--- config.mk ---
export PLATFORM = sky130hd
export DESIGN_NAME = tri_front
export DESIGN_NICKNAME = d
export VERILOG_FILES = /design/src/rtl/tri_pkg.sv /design/src/rtl/tri_front.sv
export SDC_FILE = /design/constraint.sdc
export NUM_CORES = 2
export LEC_CHECK = 0
export BUFFER_PORTS_ARGS = -buffer_cell sky130_fd_sc_hd__clkbuf_2
export CAP_MARGIN = 20
export CORE_ASPECT_RATIO = 1.25
export CORE_UTILIZATION = 25
export CTS_BUF_LIST = sky130_fd_sc_hd__clkbuf_8
export DETAILED_ROUTE_END_ITERATION = 10
export SKIP_LAST_GASP = 1
export SYNTH_ARGS = -nofsm -noshare
export SYNTH_HDL_FRONTEND = slang
export SYNTH_SLANG_ARGS = --single-unit
--- constraint.sdc ---
create_clock -name i_clk -period 9.5 [get_ports i_clk]
set_input_delay 0.95 -clock i_clk [delete_from_list [all_inputs] [get_ports i_clk]]
set_output_delay 0.95 -clock i_clk [all_outputs]
set_load 0.005 [all_outputs]
--- src/rtl/tri_pkg.sv ---
// tri_pkg: shared types, constants and codes for the triangle rasterizer
// no dependencies
package tri_pkg;

    localparam int DEF_IMG_W = 64;
    localparam int DEF_IMG_H = 64;

    localparam logic CMD_DRAW = 1'b0;
    localparam logic CMD_READ = 1'b1;

    localparam logic [0:0] REG_WIDTH  = 1'b0;
    localparam logic [0:0] REG_HEIGHT = 1'b1;

    typedef struct packed {
        logic        command;
        logic [14:0] v0_x;
        logic [14:0] v0_y;
        logic [14:0] v1_x;
        logic [14:0] v1_y;
        logic [14:0] v2_x;
        logic [14:0] v2_y;
        logic [31:0] v0_attr;
        logic [31:0] v1_attr;
        logic [31:0] v2_attr;
        logic [11:0] pixel_addr;
    } t_in_word;

    typedef struct packed {
        logic [23:0] pixel_rgb;
        logic [7:0]  pixel_label;
        logic [12:0] pixels_written;
    } t_out_word;

    // one classified job handed from front to back
    typedef struct packed {
        logic               is_read;
        logic               degen;
        logic               neg;
        logic signed [15:0] ax;
        logic signed [15:0] ay;
        logic signed [15:0] e0x;
        logic signed [15:0] e0y;
        logic signed [15:0] e1x;
        logic signed [15:0] e1y;
        logic [31:0]        d;
        logic [6:0]         x0;
        logic [6:0]         y0;
        logic [6:0]         x1;
        logic [6:0]         y1;
        logic [31:0]        at0;
        logic [31:0]        at1;
        logic [31:0]        at2;
        logic [11:0]        addr;
    } t_job;

    typedef enum logic [3:0] {
        ST_IDLE, ST_CLEAR, ST_READ, ST_READ_OUT, ST_PIX, ST_EDGE,
        ST_TEST, ST_MUL, ST_DIV, ST_WRITE, ST_NEXT, ST_DONE
    } t_back_state;

endpackage

--- src/rtl/tri_front.sv ---
// tri_front: takes commands, computes edges, area and clipped box, pushes jobs
// depends on tri_pkg
module tri_front
    import tri_pkg::*;
(
    input  logic        i_clk,
    input  logic        i_rst_n,
    input  logic        i_valid,
    input  t_in_word    i_word,
    input  logic [12:0] i_w,
    input  logic [12:0] i_h,
    input  logic        i_full,
    output logic        o_busy,
    output logic        o_push,
    output t_job        o_job
);
    logic               r_have;
    t_in_word           r_word;
    logic               r_stage;
    logic signed [15:0] ax, ay, bx, by, cx, cy;
    logic signed [15:0] r_e0x, r_e0y, r_e1x, r_e1y;
    logic signed [32:0] r_p0, r_p1;
    logic signed [32:0] dd;
    logic [14:0]        mnx, mny, mxx, mxy;
    logic [15:0]        cxm, cym;
    logic [12:0]        x1c, y1c;

    assign ax = {1'b0, r_word.v0_x};
    assign ay = {1'b0, r_word.v0_y};
    assign bx = {1'b0, r_word.v1_x};
    assign by = {1'b0, r_word.v1_y};
    assign cx = {1'b0, r_word.v2_x};
    assign cy = {1'b0, r_word.v2_y};

    assign o_busy = r_have;

    always_ff @(posedge i_clk) begin
        if (!i_rst_n) begin
            r_have  <= 1'b0;
            r_stage <= 1'b0;
        end else if (!r_have) begin
            if (i_valid) begin
                r_have  <= 1'b1;
                r_stage <= 1'b0;
            end
        end else if (!r_stage) begin
            r_stage <= 1'b1;
        end else if (!i_full) begin
            r_have <= 1'b0;
        end
    end

    always_ff @(posedge i_clk) begin
        if (!r_have && i_valid) begin
            r_word <= i_word;
        end
        if (r_have && !r_stage) begin
            r_e0x <= bx - ax;
            r_e0y <= by - ay;
            r_e1x <= cx - ax;
            r_e1y <= cy - ay;
            r_p0  <= 33'(signed'(bx - ax) * signed'(cy - ay));
            r_p1  <= 33'(signed'(by - ay) * signed'(cx - ax));
        end
    end

    always_comb begin
        mnx = r_word.v0_x;
        if (r_word.v1_x < mnx) mnx = r_word.v1_x;
        if (r_word.v2_x < mnx) mnx = r_word.v2_x;
        mny = r_word.v0_y;
        if (r_word.v1_y < mny) mny = r_word.v1_y;
        if (r_word.v2_y < mny) mny = r_word.v2_y;
        mxx = r_word.v0_x;
        if (r_word.v1_x > mxx) mxx = r_word.v1_x;
        if (r_word.v2_x > mxx) mxx = r_word.v2_x;
        mxy = r_word.v0_y;
        if (r_word.v1_y > mxy) mxy = r_word.v1_y;
        if (r_word.v2_y > mxy) mxy = r_word.v2_y;
        cxm = (16'(mxx) + 16'd255) >> 8;
        cym = (16'(mxy) + 16'd255) >> 8;
        x1c = (13'(cxm) > i_w - 13'd1) ? i_w - 13'd1 : 13'(cxm);
        y1c = (13'(cym) > i_h - 13'd1) ? i_h - 13'd1 : 13'(cym);
        dd  = r_p0 - r_p1;
    end

    assign o_push = r_have && r_stage && !i_full;

    always_comb begin
        o_job.is_read = (r_word.command == CMD_READ);
        o_job.degen   = (dd == 33'sd0);
        o_job.neg     = dd[32];
        o_job.ax      = ax;
        o_job.ay      = ay;
        o_job.e0x     = r_e0x;
        o_job.e0y     = r_e0y;
        o_job.e1x     = r_e1x;
        o_job.e1y     = r_e1y;
        o_job.d       = dd[32] ? 32'(-dd) : 32'(dd);
        o_job.x0      = 7'(mnx >> 8);
        o_job.y0      = 7'(mny >> 8);
        o_job.x1      = 7'(x1c);
        o_job.y1      = 7'(y1c);
        o_job.at0     = r_word.v0_attr;
        o_job.at1     = r_word.v1_attr;
        o_job.at2     = r_word.v2_attr;
        o_job.addr    = r_word.pixel_addr;
    end
endmodule

==> results.tsv <==
stage	metric	value	unit
status	status	completed	
timing	period_minus_slack	9080	ps
timing	worst_slew_pin_slew	1100	ps
detailed_routing	vias_per_cell	4.54	
clocking	cts_tree	yes	
worst_setup_path	reg2reg_depth	36	
worst_setup_path	cp.required	9930	ps
logic_synthesis	synthArstFlopShare	0	%
logic_synthesis	synth_top_flop_cell	edfxtp_1	
logic_synthesis	synth_common_cells	inv_1, fa_1, nand2_1, edfxtp_1, ha_1	
timing	fin_crit_sh	95.6	%
clocking	cts.htree.levels	2	
layout	drive_gt1_share	17.6	%
placed_design	gp_congestion	0.925	
job	drv_cap	0	
die	dieArea	0.153	sq mm
worst_setup_path	path_max_fanout	10	
logic_synthesis	synth_top_area_share	27.9	%
logic_synthesis	seq_area_frac_synth	26.0	%
worst_setup_path	setup.worst_path.class	flop to flop	
clocking	clockRootBuffer	clkbuf_8	
die	core_area	0.150	sq mm
layout	finalNetCount	5452	
worst_setup_path	critPathSlowestCell	fa_1	
worst_hold_path	hp-class	primary input to flop	
logic_synthesis	ys_ff_latch	329	
global_route	antenna_found_initial	22	
global_route	grt_overflow	0	
timing	finalSetupTns	0	ps
logic_synthesis	synth_area	0.0379	sq mm
logic_synthesis	syn_area_per_cell	10.0	sq um
timing	clock.fmax	0.110	GHz
logic_synthesis	synthTopCellsByArea	fa_1, edfxtp_1, ha_1	
global_route	grt_max_degree	133	
clocking	clockBufferDepth	3	
clocking	cts_buffers	54	
timing	hold_viol	0	
global_route	grt_pass1_wl	191	mm
detailed_routing	final_antenna_net_count	0	
detailed_routing	drtIter0Drc	1631	
layout	area_delta_synth_final	18.6	%
die	ios	498	
timing	slew_headroom	26.5	%
worst_setup_path	crit_arrival	9510	ps
placed_design	hpwl	112	mm
global_route	grt_usage	16.8	%
clocking	cts.sinks	329	
logic_synthesis	synthDistinctLibCells	79	
worst_setup_path	start_kind	flop	
die	die_w	350	um
timing	final_max_slew_viol_count	0	
logic_synthesis	synth_most_common_cell	inv_1	
logic_synthesis	synth_top_cell_by_area	fa_1	
logic_synthesis	syn_inst	3772	
detailed_routing	drt_first_pass_iters	5	
global_route	grt_pass1_vias	31300	
worst_hold_path	whs_path_depth	1	
timing	fin_worst_skew	48.1	ps
clocking	clk_pin_slew	90	ps
detailed_routing	route.detailed.drc	0	
detailed_routing	drt_wl_total	130	mm
worst_setup_path	worstSetupEndpointType	flop	
logic_synthesis	synth_edf_count	327	
timing	rsz0062_at_grt	yes	
timing	finalSetupViolCount	0	
worst_setup_path	slowest_delay	530	ps
placed_design	numPortBuffers	495	
die	die_h	437	um
detailed_routing	wl_per_cell	20.3	um
clocking	insertion_delay	720	ps
die	fp-row-count	159	
die	initial_core_util	25.2	%
logic_synthesis	ys_warn_count	0	
detailed_routing	vias	29200	
-- cell type report --
class,instances,area (sq um)
clock inverter,44,417
clock buffer,55,757
timing repair buffer,618,3430
antenna,3,7.51
tap,2012,2520
fill,15900,105000
inverter,760,2850
sequential,329,9860
multi-input combinational,2606,25100
-- layout by cell type (no fill, tap or decap), drive strengths merged, types with 10 or more instances in the layout --
cell type	n
inv	763
clkbuf	550
fa	529
nand2	359
edfxtp	327
ha	325
nor2	306
a21oi	154
xnor2	154
buf	123
o21ai	92
mux2i	86
and2	75
xor2	59
a21o	50
nand3	44
nor3	37
clkinv	31
nand2b	28
nor2b	28
o21a	25
nor4	23
o21bai	22
a31oi	22
nand4	20
and3	15
mux2	13
or3	11
a211oi	11
or2	10
o211ai	10
-- layer usage --
| metal | GRT usage (%) | vias to the layer above | part of all wire, % |
|---|---|---|---|
| met5 | 0 | - | 0.12 |
| met4 | 8.79 | 26 | 5.8 |
| met3 | 2.84 | 295 | 5.6 |
| met2 | 31.9 | 1031 | 53 |
| met1 | 17.5 | 14400 | 36 |
| li1 | - | 13400 | - |
-- kinds of logic (layout without fill, tap and decap cells) --
| kind of cell | Yosys count | count (layout) | share of synthesized area (%) |
|---|---|---|---|
| simple gates | 975 | 975 | 11.6 |
| buf+inv | 838 | 1477 | 8.34 |
| other cells | 1 | 5 | 0.00989 |
| flops | 329 | 329 | 26.0 |
| mux | 99 | 99 | 2.66 |
| fa+ha+maj | 856 | 856 | 38.7 |
| compound gates | 461 | 461 | 7.73 |
| xor+xnor | 213 | 213 | 4.92 |
-- worst paths after layout --
check,start,end,slack [ps]
worst max-delay path,o_job[233]$_DFFE_PP_,r_p1[31]$_DFFE_PP_,420
worst min-delay path,i_word[164],bx[11]$_DFFE_PP_,400
worst max register to register,o_job[233]$_DFFE_PP_,r_p1[31]$_DFFE_PP_,420
worst min register to register,r_stage$_SDFFE_PN0P_,o_busy$_SDFF_PN0_,580
-- stage by stage --
| step | cell area [sq um] | std cells | setup WS (ps) | utilization [%] | hold WS (ps) |
|---|---|---|---|---|---|
| final | 45000 | 6427 | 419 | 29.9 | 399 |
| after global routing | 45000 | 6425 | -58.6 | 29.9 | 354 |
| after CTS | 44800 | 6418 | 63.8 | 29.8 | 306 |
| after detailed placement | 43600 | 6319 | 79.6 | 29.0 | 558 |
| after global placement | 43600 | 6319 | 203 | 29.0 | 544 |
| after floorplan | 37900 | 3773 | 599 | - | 506 |
-- sequential cells by signal, summed over array words and instances (netlist names) --
register  count
bx           15
r_e1x        16
o_job       139
cx           15
r_p1         32
by           15
o_busy        1
r_p0         32
cy           15
r_e0x        16
r_stage       1
r_e1y        16
r_e0y        16
-- worst max-delay path, delay by kind of cell, from the launching register on --
kind                     cells  cell delay [ps]
XOR/XNOR                     1               80
flip-flops                   1              410
adder cells (fa/ha/maj)      8             3600
AND/OR/NAND/NOR              4              770
buffers and inverters        7              680
AO/OA/AOI/OAI               16             3280
-- repair_timing --
item | CTS | global route
endpoints found under the setup margin | 0 | 9
hold buffers | 0 | 0
gates resized for setup | 0 | 18
setup buffers | 0 | 6
Power is left out: the tool's default activity adds up to more than one toggle a clock period on the data nets, which glitch-free logic cannot reach.
